File: src/bsfb_pkg.sv
// Shared types, constants and helpers for the byte-stuffed frame builder.
package bsfb_pkg;

	localparam int unsigned QUEUE_DEPTH = 4;
	localparam int unsigned QPTR_W      = $clog2(QUEUE_DEPTH);
	localparam int unsigned QCNT_W      = $clog2(QUEUE_DEPTH + 1);

	localparam logic [7:0] SOF1_BYTE  = 8'h5A;
	localparam logic [7:0] SOF2_BYTE  = 8'h55;
	localparam logic [7:0] CR_BYTE    = 8'h0D;
	localparam logic [7:0] ESC_BYTE   = 8'h99;
	localparam logic [7:0] EOF1_BYTE  = 8'h6A;
	localparam logic [7:0] EOF2_BYTE  = 8'h69;
	localparam logic [7:0] ESC_SOF    = 8'hA5;
	localparam logic [7:0] ESC_ESC    = 8'h66;
	localparam logic [7:0] ESC_EOF    = 8'h95;
	localparam logic [7:0] LEN_OFFSET = 8'd6;

	typedef struct packed {
		logic [7:0] data_byte;
		logic [7:0] command;
		logic [7:0] payload_length;
		logic       first_item;
		logic       last_item;
	} bsfb_in_t;

	typedef struct packed {
		logic [7:0] out_byte;
		logic       last_of_run;
		logic       end_of_frame;
	} bsfb_out_t;

	// Work entry handed from the front to the back.
	typedef struct packed {
		logic [7:0]  data_byte;
		logic [7:0]  command;
		logic [7:0]  payload_length;
		logic [15:0] seq;
		logic        first_item;
		logic        last_item;
	} bsfb_job_t;

	typedef enum logic [3:0] {
		ST_SOF1,
		ST_SOF2,
		ST_LEN,
		ST_SEQH,
		ST_SEQL,
		ST_CR,
		ST_CMD,
		ST_DATA,
		ST_SUM,
		ST_TAIL1,
		ST_TAIL2
	} bsfb_state_t;

	function automatic logic needs_escape(input logic [7:0] b);
		return (b == SOF1_BYTE) || (b == ESC_BYTE) || (b == EOF1_BYTE);
	endfunction

	function automatic logic [7:0] escape_code(input logic [7:0] b);
		logic [7:0] r;
		case (b)
			SOF1_BYTE: r = ESC_SOF;
			ESC_BYTE:  r = ESC_ESC;
			EOF1_BYTE: r = ESC_EOF;
			default:   r = b;
		endcase
		return r;
	endfunction

endpackage

File: src/bsfb_front.sv
// Front end: accepts items, drops those outside a frame, stamps sequence numbers.
module bsfb_front import bsfb_pkg::*; (
	input  logic      clk,
	input  logic      arst_n,
	input  logic      push,
	output logic      full,
	input  bsfb_in_t  item,
	input  logic      q_full,
	output logic      q_push,
	output bsfb_job_t q_job
);

	logic        in_frame_q;
	logic [15:0] seq_q;
	logic        accept;

	assign full   = q_full;
	assign accept = push && !q_full;
	assign q_push = accept && (item.first_item || in_frame_q);

	always_comb begin
		q_job.data_byte      = item.data_byte;
		q_job.command        = item.command;
		q_job.payload_length = item.payload_length;
		q_job.seq            = seq_q;
		q_job.first_item     = item.first_item;
		q_job.last_item      = item.last_item;
	end

	always_ff @(posedge clk or negedge arst_n) begin
		if (!arst_n) begin
			in_frame_q <= 1'b0;
			seq_q      <= 16'd0;
		end else if (q_push) begin
			in_frame_q <= !item.last_item;
			if (item.first_item) begin
				seq_q <= seq_q + 16'd1;
			end
		end
	end

endmodule

File: src/bsfb_queue.sv
// Small work queue between the front and the back.
module bsfb_queue import bsfb_pkg::*; (
	input  logic      clk,
	input  logic      arst_n,
	input  logic      wr_en,
	input  bsfb_job_t wr_job,
	output logic      q_full,
	input  logic      rd_en,
	output logic      q_empty,
	output bsfb_job_t rd_job
);

	bsfb_job_t          slot_q [QUEUE_DEPTH];
	logic [QPTR_W-1:0]  wr_ptr_q;
	logic [QPTR_W-1:0]  rd_ptr_q;
	logic [QCNT_W-1:0]  count_q;

	assign q_full  = (count_q == QCNT_W'(QUEUE_DEPTH));
	assign q_empty = (count_q == '0);
	assign rd_job  = slot_q[rd_ptr_q];

	always_ff @(posedge clk) begin
		if (wr_en) begin
			slot_q[wr_ptr_q] <= wr_job;
		end
	end

	always_ff @(posedge clk or negedge arst_n) begin
		if (!arst_n) begin
			wr_ptr_q <= '0;
			rd_ptr_q <= '0;
			count_q  <= '0;
		end else begin
			if (wr_en) begin
				wr_ptr_q <= (wr_ptr_q == QPTR_W'(QUEUE_DEPTH - 1)) ? '0 : wr_ptr_q + 1'b1;
			end
			if (rd_en) begin
				rd_ptr_q <= (rd_ptr_q == QPTR_W'(QUEUE_DEPTH - 1)) ? '0 : rd_ptr_q + 1'b1;
			end
			case ({wr_en, rd_en})
				2'b10:   count_q <= count_q + 1'b1;
				2'b01:   count_q <= count_q - 1'b1;
				default: count_q <= count_q;
			endcase
		end
	end

endmodule

File: src/bsfb_back.sv
// Back end: emits header, stuffed data, checksum, tail; one byte a cycle unless stalled.
module bsfb_back import bsfb_pkg::*; (
	input  logic      clk,
	input  logic      arst_n,
	input  logic      q_empty,
	input  bsfb_job_t q_job,
	output logic      q_pop,
	output logic      empty,
	input  logic      pop,
	output bsfb_out_t result
);

	bsfb_state_t state_q, state_d;
	bsfb_job_t   job_q;
	logic        busy_q;
	logic        esc_q;
	logic [7:0]  sum_q;
	bsfb_out_t   out_q;
	logic        out_valid_q;

	logic        raw;
	logic [7:0]  raw_byte;
	logic [7:0]  stuff_val;
	logic        final_step;
	logic        hold;
	logic        final_byte;
	logic [7:0]  emit_byte;
	logic        adv;
	logic        done;

	assign empty  = !out_valid_q;
	assign result = out_q;
	assign adv    = busy_q && (!out_valid_q || pop);
	assign done   = adv && final_byte;
	assign q_pop  = (!busy_q || done) && !q_empty;

	always_comb begin
		raw        = 1'b0;
		raw_byte   = job_q.data_byte;
		stuff_val  = job_q.data_byte;
		final_step = 1'b0;
		state_d    = state_q;
		case (state_q)
			ST_SOF1: begin
				raw      = 1'b1;
				raw_byte = SOF1_BYTE;
				state_d  = ST_SOF2;
			end
			ST_SOF2: begin
				raw      = 1'b1;
				raw_byte = SOF2_BYTE;
				state_d  = ST_LEN;
			end
			ST_LEN: begin
				stuff_val = job_q.payload_length + LEN_OFFSET;
				state_d   = ST_SEQH;
			end
			ST_SEQH: begin
				stuff_val = job_q.seq[15:8];
				state_d   = ST_SEQL;
			end
			ST_SEQL: begin
				stuff_val = job_q.seq[7:0];
				state_d   = ST_CR;
			end
			ST_CR: begin
				stuff_val = CR_BYTE;
				state_d   = ST_CMD;
			end
			ST_CMD: begin
				stuff_val = job_q.command;
				state_d   = ST_DATA;
			end
			ST_DATA: begin
				stuff_val  = job_q.data_byte;
				final_step = !job_q.last_item;
				state_d    = job_q.last_item ? ST_SUM : ST_DATA;
			end
			ST_SUM: begin
				raw      = 1'b1;
				raw_byte = sum_q;
				state_d  = ST_TAIL1;
			end
			ST_TAIL1: begin
				raw      = 1'b1;
				raw_byte = EOF1_BYTE;
				state_d  = ST_TAIL2;
			end
			ST_TAIL2: begin
				raw        = 1'b1;
				raw_byte   = EOF2_BYTE;
				final_step = 1'b1;
				state_d    = ST_TAIL2;
			end
			default: begin
				state_d = ST_SOF1;
			end
		endcase

		// first pass over a special byte sends the escape marker and stays put
		hold = !raw && needs_escape(stuff_val) && !esc_q;
		if (hold) begin
			state_d = state_q;
		end
		final_byte = !hold && final_step;

		if (raw) begin
			emit_byte = raw_byte;
		end else if (hold) begin
			emit_byte = ESC_BYTE;
		end else if (esc_q) begin
			emit_byte = escape_code(stuff_val);
		end else begin
			emit_byte = stuff_val;
		end
	end

	always_ff @(posedge clk or negedge arst_n) begin
		if (!arst_n) begin
			state_q <= ST_SOF1;
		end else if (q_pop) begin
			state_q <= q_job.first_item ? ST_SOF1 : ST_DATA;
		end else if (adv) begin
			state_q <= state_d;
		end
	end

	always_ff @(posedge clk or negedge arst_n) begin
		if (!arst_n) begin
			busy_q      <= 1'b0;
			esc_q       <= 1'b0;
			sum_q       <= 8'd0;
			out_valid_q <= 1'b0;
		end else begin
			if (q_pop) begin
				busy_q <= 1'b1;
			end else if (done) begin
				busy_q <= 1'b0;
			end

			if (q_pop) begin
				esc_q <= 1'b0;
			end else if (adv) begin
				esc_q <= hold;
			end

			if (adv) begin
				case (state_q)
					ST_SOF1:  sum_q <= SOF1_BYTE;
					ST_TAIL2: sum_q <= 8'd0;
					default:  sum_q <= sum_q + emit_byte;
				endcase
			end

			if (adv) begin
				out_valid_q <= 1'b1;
			end else if (pop) begin
				out_valid_q <= 1'b0;
			end
		end
	end

	always_ff @(posedge clk) begin
		if (q_pop) begin
			job_q <= q_job;
		end
		if (adv) begin
			out_q.out_byte     <= emit_byte;
			out_q.last_of_run  <= final_byte;
			out_q.end_of_frame <= (state_q == ST_TAIL2);
		end
	end

endmodule

File: src/byte_stuffed_frame_builder.sv
// Top level of the byte-stuffed frame builder: front, work queue and back.
//
//   channel  | handshake          | transfer when        | payload
//   ---------+--------------------+----------------------+-----------
//   input    | push / full        | push && !full        | item
//   result   | empty / pop        | pop && !empty        | result
//
// The back emits one byte per cycle unless stalled: a plain payload byte is
// sent as 1 byte, an escaped one as 2, a frame-opening item adds 7 to 11
// bytes, a closing item 3. The front takes one item per cycle into a 4-entry
// queue; full rises when it fills. Items outside a frame are dropped at the
// front. Reset clears sequence number, frame flag, queue and output valid.
module byte_stuffed_frame_builder import bsfb_pkg::*; (
	input  logic      clk,
	input  logic      arst_n,
	input  logic      push,
	output logic      full,
	input  bsfb_in_t  item,
	output logic      empty,
	input  logic      pop,
	output bsfb_out_t result
);

	logic      q_push;
	logic      q_full;
	logic      q_pop;
	logic      q_empty;
	bsfb_job_t wr_job;
	bsfb_job_t rd_job;

	bsfb_front u_front (
		.clk    (clk),
		.arst_n (arst_n),
		.push   (push),
		.full   (full),
		.item   (item),
		.q_full (q_full),
		.q_push (q_push),
		.q_job  (wr_job)
	);

	bsfb_queue u_queue (
		.clk     (clk),
		.arst_n  (arst_n),
		.wr_en   (q_push),
		.wr_job  (wr_job),
		.q_full  (q_full),
		.rd_en   (q_pop),
		.q_empty (q_empty),
		.rd_job  (rd_job)
	);

	bsfb_back u_back (
		.clk     (clk),
		.arst_n  (arst_n),
		.q_empty (q_empty),
		.q_job   (rd_job),
		.q_pop   (q_pop),
		.empty   (empty),
		.pop     (pop),
		.result  (result)
	);

endmodule
File: config.mk
export PLATFORM = sky130hd
export DESIGN_NAME = byte_stuffed_frame_builder
export DESIGN_NICKNAME = d
export VERILOG_FILES = /design/src/bsfb_pkg.sv /design/src/bsfb_front.sv /design/src/bsfb_queue.sv /design/src/bsfb_back.sv /design/src/byte_stuffed_frame_builder.sv
export SDC_FILE = /design/constraint.sdc
export NUM_CORES = 1
export LEC_CHECK = 0
export ABC_AREA = 1
export BUFFER_PORTS_ARGS = -buffer_cell sky130_fd_sc_hd__buf_2
export CAP_MARGIN = 0
export CORE_MARGIN = 3
export CORE_UTILIZATION = 40
export CTS_BUF_LIST = sky130_fd_sc_hd__clkbuf_2
export CTS_CLUSTER_DIAMETER = 200
export DETAILED_ROUTE_END_ITERATION = 12
export HOLD_SLACK_MARGIN = 0.02
export MAX_ROUTING_LAYER = met4
export PLACE_DENSITY = 0.66
export SYNTH_ARGS = -nofsm -noshare
export SYNTH_HDL_FRONTEND = slang
export SYNTH_HIERARCHICAL = 1
export SYNTH_SLANG_ARGS = --single-unit
File: constraint.sdc
create_clock -name clk -period 5 [get_ports clk]
set_input_delay 1 -clock clk [delete_from_list [all_inputs] [get_ports clk]]
set_output_delay 1 -clock clk [all_outputs]
set_load 0.005 [all_outputs]
**After elaboration in Yosys (flattened, before gate mapping)**

Memory sizes are Yosys's and may differ from the RTL's.
Cells that the tools add are included.

- Logic and storage cells: 103
- Output and inout port bits: 12
- Memory bits (writable): 168
- Memories kept: 1
- Register bits: 90

Memory list:

| memory | words | width | read ports | clocked after Yosys merged registers in | write ports | line | text |
|---|---|---|---|---|---|---|---|
| u_queue.slot_q | 4 | 42 | 1 | 0 | 1 | bsfb_queue.sv:13 | `bsfb_job_t slot_q [QUEUE_DEPTH];` |

- Muxes and demuxes: 26
- Reductions and logical operators: 32
- Add/subtract/negate cells: 7
- Equal/unequal tests: 19

Operator list:

| kind | count |
|---|---|
| $pmux W8 S5 | 2 |
| $pmux W4 S10 | 1 |
| $mux W8 | 3 |
| $pmux W8 S3 | 1 |
| $add A16 B1 Y16 const B | 1 |
| $eq A4 B3 Y1 const B | 4 |
| $eq A8 B7 Y1 const B | 2 |
| $mux W4 | 4 |
| $pmux W8 S2 | 1 |
| $eq A4 B4 Y1 const B | 3 |
| $logic_not A1 Y1 | 9 |
| $mux W1 | 9 |
| $add A8 B3 Y8 const B | 1 |
| $add A8 B8 Y8 | 1 |
| $eq A4 B2 Y1 const B | 2 |
| $eq A8 B8 Y1 const B | 1 |
| $logic_and A1 B1 Y1 | 8 |
| $reduce_bool A2 Y1 | 4 |
| $eq A2 B2 Y1 const B | 3 |
| $pmux W3 S2 | 1 |
| $logic_or A1 B1 Y1 | 5 |
| $reduce_or A5 Y1 | 1 |
| $add A2 B1 Y2 const B | 2 |
| $eq A4 B1 Y1 const B | 1 |
| 12 further kinds | 14 |

**Longest topological paths before layout**

Gate-level depths: netlist of the first run.

- Depth in word-level cells: 14
- Gate-level depth with buffers: 30
- Gate-level depth less buffers: 30

**By module**

Netlist of the first run, hierarchy kept.

By module, submodules not included:

| module | instances | area each (sq um) | cells an instance | seq. area each (sq um) |
|---|---|---|---|---|
| bsfb_queue | 1 | 7190.6 | 543 | 5220.0 |
| bsfb_back | 1 | 3508.4 | 387 | 1906.8 |
| bsfb_front | 1 | 1129.8 | 139 | 425.4 |

**Worst setup path after synthesis of the first run**

Ideal clock, no wire load.

- Kind: input-to-reg
- Start: in pop
- End: reg u_queue.count_q[1]
- Stages on the path: 11
- Required time: 4917 ps
- Setup slack: 1120 ps
- Path buffers: 0
- Arrival: 3798 ps
- Cell sequence: or2_2 nand2_1 clkinv_1 nand3_4 nand2_4 nand2_4 inv_1 ha_1 inv_1 fa_1 o21ai_0

- Longest elaborated chain between the ends: 7
- Elaborated cells on any way between the ends: 9

RTL lines:

| element | line | text |
|---|---|---|
| start, declared | byte_stuffed_frame_builder.sv:20 | `input logic pop,` |
| $logic_or A1 B1 Y1 * | bsfb_back.sv:33 | `assign adv = busy_q && (!out_valid_q \|\| pop);` |
| $logic_and A1 B1 Y1 * | bsfb_back.sv:33 |  |
| named net u_back.adv | bsfb_back.sv:28 | `logic adv;` |
| $logic_and A1 B1 Y1 * | bsfb_back.sv:34 | `assign done = adv && final_byte;` |
| $logic_or A1 B1 Y1 * | bsfb_back.sv:35 | `assign q_pop = (!busy_q \|\| done) && !q_empty;` |
| $logic_and A1 B1 Y1 * | bsfb_back.sv:35 |  |
| named net q_pop | byte_stuffed_frame_builder.sv:26 | `logic q_pop;` |
| $eq A2 B1 Y1 / $eq A2 B2 Y1 (equally long branches) | bsfb_queue.sv:40 | `case ({wr_en, rd_en})` |
| $pmux W3 S2 / $reduce_bool A2 Y1 (equally long branches) | n/a |  |
| end signal, assigned | bsfb_queue.sv:41 | `2'b10: count_q <= count_q + 1'b1;` |
| end signal, assigned | bsfb_queue.sv:42 | `2'b01: count_q <= count_q - 1'b1;` |
| end signal, assigned | bsfb_queue.sv:43 | `default: count_q <= count_q;` |
| end, declared | bsfb_queue.sv:16 | `logic [QCNT_W-1:0] count_q;` |

Mark *: on every way through the listed nets, which the timed path passes. The rest lies on a longest branch.
A chain may end at the register's enable or synchronous reset.

**Worst setup path after layout of the first run**

- Start: reg u_back.state_q[1]
- End: reg u_back.sum_q[7]

- Longest elaborated chain between the ends: 11
- Elaborated cells on any way between the ends: 28

RTL lines:

| element | line | text |
|---|---|---|
| start, declared | bsfb_back.sv:13 | `bsfb_state_t state_q, state_d;` |
| start signal, assigned | bsfb_back.sv:122 | `state_q <= q_job.first_item ? ST_SOF1 : ST_DATA;` |
| start signal, assigned | bsfb_back.sv:124 | `state_q <= state_d;` |
| branches (longest 8 deep; another with $pmux W8 S5) | n/a |  |
| $mux W8 * | bsfb_back.sv:107 | `if (raw) begin` |
| named net u_back.emit_byte[2] | bsfb_back.sv:27 | `logic [7:0] emit_byte;` |
| $add A8 B8 Y8 * | bsfb_back.sv:151 | `default: sum_q <= sum_q + emit_byte;` |
| $pmux W8 S2 * | bsfb_back.sv:148 | `case (state_q)` |
| end signal, assigned | bsfb_back.sv:151 |  |
| end, declared | bsfb_back.sv:17 | `logic [7:0] sum_q;` |

Mark *: on every way through the listed nets, which the timed path passes.

==> results of run 1 <==
## logic make-up after synthesis
family	count (synthesis)
XOR/XNOR	15
AO/OA/AOI/OAI	129
flip-flops	258
AND/OR/NAND/NOR	431
adder cells (fa/ha/maj)	17
buffers and inverters	219
## worst register-to-register path: cells and delay by family, from the launching register on
family	cells	cell delay, ns
fa+ha+maj	1	0.37
compound gates	4	0.61
xor+xnor	1	0.18
flops	1	0.45
simple gates	20	2.06
buf+inv	3	0.22
## flip-flops by register name, summed over array words and instances (netlist names)
signal              cells
u_queue/slot_q        168
u_back/job_q           41
u_front/seq_q          16
u_back/result          10
u_back/sum_q            8
u_back/state_q          4
u_queue/count_q         3
u_queue/rd_ptr_q        2
u_queue/wr_ptr_q        2
u_back/busy_q           1
u_back/esc_q            1
u_back/out_valid_q      1
u_front/in_frame_q      1
## how the worst max path moves through the flow
stage | end
finish | u_back/sum_q[7]
global route | u_back/sum_q[7]
CTS | u_back/sum_q[7]
detailed placement | u_back/sum_q[7]
global placement | u_back/sum_q[7]
floorplan | u_queue/count_q[1]
## per-stage QoR
step	total power, mW	instance area (um2)
CTS	7.253	12790
detailed placement	5.758	12150
global placement	5.704	12150
floorplan	5.150	11830
finish	7.184	12790
global route	7.765	12790
## synthesized netlist by cell type, types with 2 or more instances
master	count	area share, %
sky130_fd_sc_hd__inv_1	153	4.9
sky130_fd_sc_hd__or2_2	5	0.26
sky130_fd_sc_hd__o21ai_1	3	0.13
sky130_fd_sc_hd__ha_1	15	1.6
sky130_fd_sc_hd__nor3_1	5	0.21
sky130_fd_sc_hd__a22oi_1	2	0.13
sky130_fd_sc_hd__nand2_2	6	0.32
sky130_fd_sc_hd__nor3_2	2	0.17
sky130_fd_sc_hd__nor2_4	4	0.38
sky130_fd_sc_hd__dfrtp_1	39	8.3
sky130_fd_sc_hd__o211ai_2	14	1.5
sky130_fd_sc_hd__nand2_4	5	0.48
sky130_fd_sc_hd__o21ai_0	9	0.38
sky130_fd_sc_hd__o21bai_1	2	0.13
sky130_fd_sc_hd__nand3_4	2	0.30
sky130_fd_sc_hd__nand3_1	36	1.5
sky130_fd_sc_hd__buf_4	27	1.7
sky130_fd_sc_hd__buf_6	14	1.3
sky130_fd_sc_hd__xor2_1	10	0.74
sky130_fd_sc_hd__nand2_1	274	8.7
sky130_fd_sc_hd__buf_2	14	0.59
sky130_fd_sc_hd__nor2_1	65	2.1
sky130_fd_sc_hd__edfxtp_1	219	56
sky130_fd_sc_hd__a21oi_1	18	0.76
sky130_fd_sc_hd__xnor2_1	5	0.37
sky130_fd_sc_hd__nand3_2	5	0.42
sky130_fd_sc_hd__nand3b_1	2	0.13
sky130_fd_sc_hd__fa_1	2	0.34
sky130_fd_sc_hd__nand4_1	10	0.53
sky130_fd_sc_hd__a31oi_1	4	0.21
sky130_fd_sc_hd__a32oi_1	2	0.15
sky130_fd_sc_hd__o211ai_1	71	4.5
sky130_fd_sc_hd__nor2_2	8	0.42
sky130_fd_sc_hd__inv_2	7	0.22
## final cells by class
type                       instances  area (um2)
antenna                            1       2.502
tap                              384       480.5
clock buffer                     103       515.5
timing repair buffer              50       272.8
fill                            2704       16150
inverter                         163       618.1
clock inverter                    14       121.4
multi-input combinational        592        3227
sequential                       258        7552
## metal layers
layer  track usage (%)  up-vias  wire [um]
met2             24.03      203      10920
met1             19.47     3477      10470
li1                  -     3745          -
met4             5.923        0        475
met5                 -        -          0
met3             3.787       46       1235
## power by group
| group | leakage [nW] | internal, mW | switching [mW] |
|---|---|---|---|
| Sequential | 2.44 | 2.83 | 0.189 |
| Clock | 0.482 | 0.649 | 0.815 |
| Combinational | 2.49 | 0.878 | 1.82 |
==> parameters.txt, run 1 <==
Parameter                              Value

Run status
  Run status ... complete, no violations

CTS
  Clock tree from TritonCTS ... built
  Worst-Skew Late Latency ... 0.79 ns
  Number of clock sinks ... 258
  # H-tree levels ... 3
  Clock-pin transition on the worst setup and hold timing paths ... 0.11 ns
  Cell at the root of the clock tree ... sky130_fd_sc_hd__clkbuf_2
  Total of hold buffers inserted after clock tree synthesis ... 0
  Largest buffer count on any clock path ... 3
  Inserted Clock Buffers ... 68
  Post-CTS sizing ... 0
  Post-CTS repair timing setup buffer count ... 0

Cells and area
  Layout Area Growth over Synthesis ... 8.124%
  Commonest non-fill, non-tap cells in the layout ... sky130_fd_sc_hd__nand2_1, sky130_fd_sc_hd__edfxtp_1, sky130_fd_sc_hd__inv_1
  Layout cells sized above 1 ... 18.81%
  Core Util, Final ... 44.20%
  Number of nets at the end of the flow ... roughly 1200
  Most common library cell in the layout ignoring fill and taps ... sky130_fd_sc_hd__nand2_1
  Final std cells w/o fill ... ~1600

Route
  DRC violations left ... 0
  Drt wl/cell ... about 15 um
  Remaining antenna violation count ... 0
  Final Routed Wirelength ... between 20 and 25 mm
  Number of DRC markers after the initial detailed-route iteration ... 530
  Pre-Repair DR Iteration Count ... 5
  Avg Vias per Cell ... 4.774
  Routed via count ... 7471

Yosys
  Xor/xnor cell area share of the yosys netlist ... about 1.1%
  Syn nets ... between 1000 and 1500
  Seq/Total Area, Yosys ... 63.85%
  Number of enable flip-flop cells after synthesis ... 219
  Most common flop cell mapped by yosys ... sky130_fd_sc_hd__edfxtp_1
  Fraction of the mapped netlist area in compound gates ... slightly above 8%
  Synth Area in Adders ... 1.925%
  Post-synthesis area per instance ... 11.07 um2
  Proportion of synthesized flip-flops having asynchronous set or reset ... around 15%
  Number of unique standard cell types used by synthesis ... 44
  Number of warnings issued by yosys ... 6
  #FFs+latches synth ... 258
  Synthesized-area fraction occupied by and/or/nand/nor cells ... between 15 and 20%
  Syn Inst Count ... 1069
  Multiplexer share of the synthesized area ... 0%
  Dominant combinational cell family by area after synthesis ... simple AND/OR/NAND/NOR gates
  Summed instance area of the synthesized netlist ... 11830 um2

Critical path
  Reg-to-reg slack, setup ... just over 1 ns
  Max stage delay on crit path ... 0.45 ns
  Critical Path Start ... u_back/state_q[1]
  Startpoint type of the worst setup path ... flip-flop
  Required time at the endpoint of the critical path ... 5.66 ns
  CP Max Fanout ... 7
  Data arrival time at the worst-slack endpoint ... 4.65 ns
  Path depth of the worst reg2reg path ... 29
  CP max stage cell ... sky130_fd_sc_hd__dfrtp_1
  Crit path max-delay family ... simple AND/OR/NAND/NOR gates
  Buffer and inverter count on the worst path ... 3
  Endpoint kind of the worst setup timing path ... flip-flop
  R2r startpoint ... u_back/state_q[1]
  Crit path top cell by count ... sky130_fd_sc_hd__nand2_1
  Critical setup path kind ... reg -> reg
  Capturing point of the worst reg2reg path ... u_back/sum_q[7]
  Number of cells on the critical path ... 29

Hold path
  Worst hold path class ... in -> async

Placed design
  Cell count after placement ... 1447
  HPWL after DPL ... ~15 mm
  Number of port buffers ... between 40 and 50
  Setup slack after placement ... 1.106 ns
  Placer Congestion ... 0.9299

STA
  Slew of the pin with the lowest slew margin ... 1.091 ns
  Hold Fails Final Rpt ... 0
  Worst-case hold slack ... between 0.3 and 0.4 ns
  RSZ-0062 raised after global routing ... false
  Final worst-path setup slack ... 1.010 ns
  Period Utilization, post-route ... 79.79%
  Pins Over Slew Limit ... 0
  Count of endpoints failing setup in the final report ... 0
  Final period demand of the worst path ... 3.990 ns
  Highest attainable clock frequency ... 250.6 MHz
  Worst max-slew margin expressed relative to the limit ... 26.84%
  Total negative slack for setup checks ... 0 ns
  Clock skew after layout ... roughly 0.053 ns

Pwr
  IR Drop Worst-Case VDD ... 0.0001976 V
  Power density relative to cell area ... 561.7 nW/um2
  Leakage ... 5.416 nW

Floorplan
  Total Die Area ... between 30000 and 40000 um2
  I/O pin count ... 42
  Core ar. ... approximately 29000 um2
  Row Count ... 62
  Die extent in y ... 178.0 um
  Horizontal die dimension ... 178.0 um
  Initial core utilization ... 40.88%

GRT
  Number of global-route vias before repair ... 7256
  Maximum number of pins on one net before global-route repair ... 79
  Number of antenna violations at the first check in global routing ... 1
  Wire length of the first global-routing pass ... 36.76 mm
  Global route overflow ... 0
  Overall track demand over capacity in global routing ... 15.40%

Flow run
  Count of maximum capacitance violations ... 0
No activity file was read; power rests on OpenSTA's default activity.
==> inputs of run 2 (changes only) <==
==> constraint.sdc (replaced) <==
create_clock -name clk -period 4.2 [get_ports clk]
set_input_delay 0.84 -clock clk [delete_from_list [all_inputs] [get_ports clk]]
set_output_delay 0.84 -clock clk [all_outputs]
set_load 0.005 [all_outputs]
==> run 2 against run 1 <==
- fmax grew 5.3%
- critical endpoint is now u_back/sum_q[6]
- hold slack lost 0.28 ns
- critical path depth shrank 5
- sequential power grew 19%
- total power grew 21%
- clock skew grew 0.053 ns
- sequential cell count is the same
- first-iteration DRC count shrank 2.8%
- routed wire length grew 0.64%
- register-to-register slack lost 0.60 ns
==> parameters.txt, run 2 (synthesized netlist as in run 1, its figures left out) <==
Parameter                              Value

Flow run
  Count of maximum capacitance violations ... 0 (unchanged)

GRT
  Overall track demand over capacity in global routing ... 15.67% (+0.27 points)
  Number of global-route vias before repair ... 7255 (-0.014%)
  Number of antenna violations at the first check in global routing ... 1 (unchanged)
  Global route overflow ... 0 (unchanged)
  Wire length of the first global-routing pass ... 37.65 mm (+2.4%)
  Maximum number of pins on one net before global-route repair ... 107 (+35%)

Cells and area
  Core Util, Final ... 44.65% (+0.45 points)
  Finished layout cell area ... 12920 um2 (+1.0%)
  Register bank with the most flops ... u_queue/slot_q
  Sequential cell area ... 7555 um2 (about the same)
  Combined area of the multi-input logic cells ... 3276 um2 (+1.5%)
  Final std cells w/o fill ... 1578 (+0.83%)
  Layout Area Growth over Synthesis ... 9.224%
  Layout cells sized above 1 ... 20.05% (+1.2 points)
  Number of nets at the end of the flow ... 1184 (+0.34%)
  Most common library cell in the layout ignoring fill and taps ... sky130_fd_sc_hd__nand2_1
  Number of flip-flops under the largest register name ... 168 (unchanged)
  Commonest non-fill, non-tap cells in the layout ... sky130_fd_sc_hd__nand2_1, sky130_fd_sc_hd__edfxtp_1, sky130_fd_sc_hd__inv_1
  Fill cell count ... 2703 (-0.037%)
  Leading registers by flop count ... u_queue/slot_q: 168 flops, u_back/job_q: 41 flops, u_front/seq_q: 16 flops

Route
  Avg Vias per Cell ... 4.791 (+0.36%)
  DRC violations left ... 0 (unchanged)
  Remaining antenna violation count ... 0 (unchanged)
  Pre-Repair DR Iteration Count ... 5 (unchanged)
  Routed via count ... 7560 (+1.2%)
  Final Routed Wirelength ... 23.24 mm (+0.64%)
  Drt wl/cell ... 14.73 um (-0.19%)
  Number of DRC markers after the initial detailed-route iteration ... 515 (-2.8%)

STA
  Total negative slack for setup checks ... 0 ns (unchanged)
  Final period demand of the worst path ... 3.791 ns (-0.1991 ns)
  Worst-case hold slack ... 0.1102 ns (-0.2823 ns)
  Final worst-path setup slack ... 0.4094 ns (-0.6009 ns)
  Pins Over Slew Limit ... 0 (unchanged)
  Hold Fails Final Rpt ... 0 (unchanged)
  Highest attainable clock frequency ... 263.8 MHz (+5.3%)
  Slew of the pin with the lowest slew margin ... 1.013 ns (-0.07805 ns)
  Clock skew after layout ... 0.1068 ns (+0.05342 ns)
  Period Utilization, post-route ... 90.25% (+10 points)
  Worst max-slew margin expressed relative to the limit ... 32.49% (+5.7 points)
  Count of endpoints failing setup in the final report ... 0 (unchanged)

Floorplan
  I/O pin count ... 42 (unchanged)
  Row Count ... 62 (unchanged)
  Total Die Area ... 31670 um2 (unchanged)
  Initial core utilization ... 40.88% (unchanged)
  Horizontal die dimension ... 178.0 um (unchanged)
  Die extent in y ... 178.0 um (unchanged)
  Core ar. ... 28940 um2 (unchanged)

Pwr
  Sequential cell fraction of total power ... 41.4% (-0.6 points)
  Power density relative to cell area ... 672.0 nW/um2 (+20%)
  Leakage ... 5.460 nW (+0.80%)
  Combinational Power Share ... 37.8% (+0.2 points)
  Clock power frac ... 20.8% (+0.4 points)
  Internal power ... 5.191 mW (+19%)
  Switching portion of total power ... 40.21% (+0.86 points)
  Switching pwr ... 3.491 mW (+23%)
  IR Drop Worst-Case VDD ... 0.0003341 V (+69%)
  Post-layout power ... 8.682 mW (+21%)

CTS
  Clock-pin transition on the worst setup and hold timing paths ... 0.11 ns (about the same)
  Cell at the root of the clock tree ... sky130_fd_sc_hd__clkbuf_2
  Largest buffer count on any clock path ... 3 (unchanged)
  Inserted Clock Buffers ... 69 (+1.5%)
  Worst-Skew Late Latency ... 0.88 ns (+0.09 ns)
  Number of clock sinks ... 258 (unchanged)
  Clock tree from TritonCTS ... built
  # H-tree levels ... 3 (unchanged)

Critical path
  Startpoint type of the worst setup path ... flip-flop
  Crit path top cell by count ... sky130_fd_sc_hd__nor2_1
  CP Max Fanout ... 8 (+1)
  Data arrival time at the worst-slack endpoint ... 4.50 ns (-0.15 ns)
  Cell-by-cell trace of the critical path ... inv_2, nand2_1, nor2_4, buf_4, nand2_1, nand3_2, nand2_2, nor2_1, nand4_1, inv_1, nor2_2, a21oi_1, a31oi_1, ha_1, a21oi_1, inv_1, a31oi_2, nor2_1, nor2_1, nor2_1, nor2_1, xor2_1, nand2_1, a22oi_1
  Path depth of the worst reg2reg path ... 24 (-17%)
  R2r startpoint ... u_back/state_q[2]
  Reg-to-reg slack, setup ... 0.41 ns (-0.60 ns)
  Critical setup path kind ... reg -> reg
  Max stage delay on crit path ... 0.46 ns (about the same)
  Required time at the endpoint of the critical path ... 4.91 ns (-0.75 ns)
  CP max stage cell ... sky130_fd_sc_hd__dfrtp_1
  Capturing point of the worst reg2reg path ... u_back/sum_q[6]
  Endpoint kind of the worst setup timing path ... flip-flop

Placed design
  HPWL after DPL ... 14.78 mm (-0.84%)
  Number of port buffers ... 41 (unchanged)
  Placer Congestion ... 0.9265 (-0.37%)
  Total cell area at the placement stage ... 12180 um2 (+0.27%)
  Cell count after placement ... 1448 (+0.069%)
  Setup slack after placement ... 0.2856 ns (-0.8202 ns)

Hold path
  Worst hold path class ... in -> async

Run status
  Run status ... complete, no violations
run 2: cell types whose count changed in the layout (fill, tap and decap cells not counted), sizes merged:
cell / before / now
clkinv: 17 / 24
inv: 156 / 162
buf: 50 / 53
clkbuf: 103 / 101
bufinv: 2 / 1
clkinvlp: 2 / 1
diode: 1 / 2
run 2: cell type report:
cell class | count | share of cell area, %
flip-flops and latches | 258 | 58.47
multi-input cells | 592 | 25.35
inverters | 163 | 4.784
clock buffers | 101 | 3.912
well taps | 384 | 3.719
repair buffers | 53 | 2.479
clock inverters | 25 | 1.240
diodes | 2 | 0.03874
run 2: power groups by stage:
stage | Combinational [mW] | Sequential, mW | Clock (mW)
finish | 3.28 | 3.60 | 1.80
global route | 3.71 | 3.64 | 2.03
CTS | 3.22 | 3.59 | 1.88
detailed placement | 3.21 | 3.65 | 0
global placement | 3.15 | 3.64 | 0
floorplan | 2.53 | 3.60 | 0
run 2: per-layer routing:
| layer | global-route usage (%) | vias up | wire, um |
|---|---|---|---|
| li1 | - | 3769 | - |
| met5 | - | - | 0 |
| met4 | 5.497 | 0 | 565 |
| met1 | 20.66 | 3522 | 10600 |
| met3 | 4.001 | 58 | 1298 |
| met2 | 23.62 | 211 | 10780 |
run 2: how the worst max path moves through the flow:
| stage | startpoint | end | slack [ns] | cells past startpoint |
|---|---|---|---|---|
| 6_report | u_back/state_q[2] | u_back/sum_q[6] | 0.41 | 24 |
| 5_1_grt | u_back/state_q[2] | u_back/sum_q[6] | -0.01 | 24 |
| 4_1_cts | u_back/state_q[1] | u_back/sum_q[6] | 0.28 | 26 |
| 3_5_place_dp | u_back/state_q[3] | u_back/sum_q[6] | 0.29 | 26 |
| 3_3_place_gp | u_back/state_q[3] | u_back/sum_q[7] | 0.37 | 29 |
| 2_1_floorplan | u_back/state_q[1] | u_queue/count_q[2] | 0.42 | 24 |
run 2: what timing repair did:
action,4_1_cts,5_1_grt
setup endpoints to repair,0,2
hold buffers,0,0
setup buffers,0,2
gates resized for setup,0,15
run 2: worst max-delay path, delay by kind of cell, from the launching register on:
kind	cells	cell delay, ns
buffers and inverters	4	0.47
DFF	1	0.46
adders and majority gates	1	0.37
AOI/OAI and AO/OA	5	0.79
xor gates and xnor gates	1	0.15
and+or+nand+nor	13	1.46
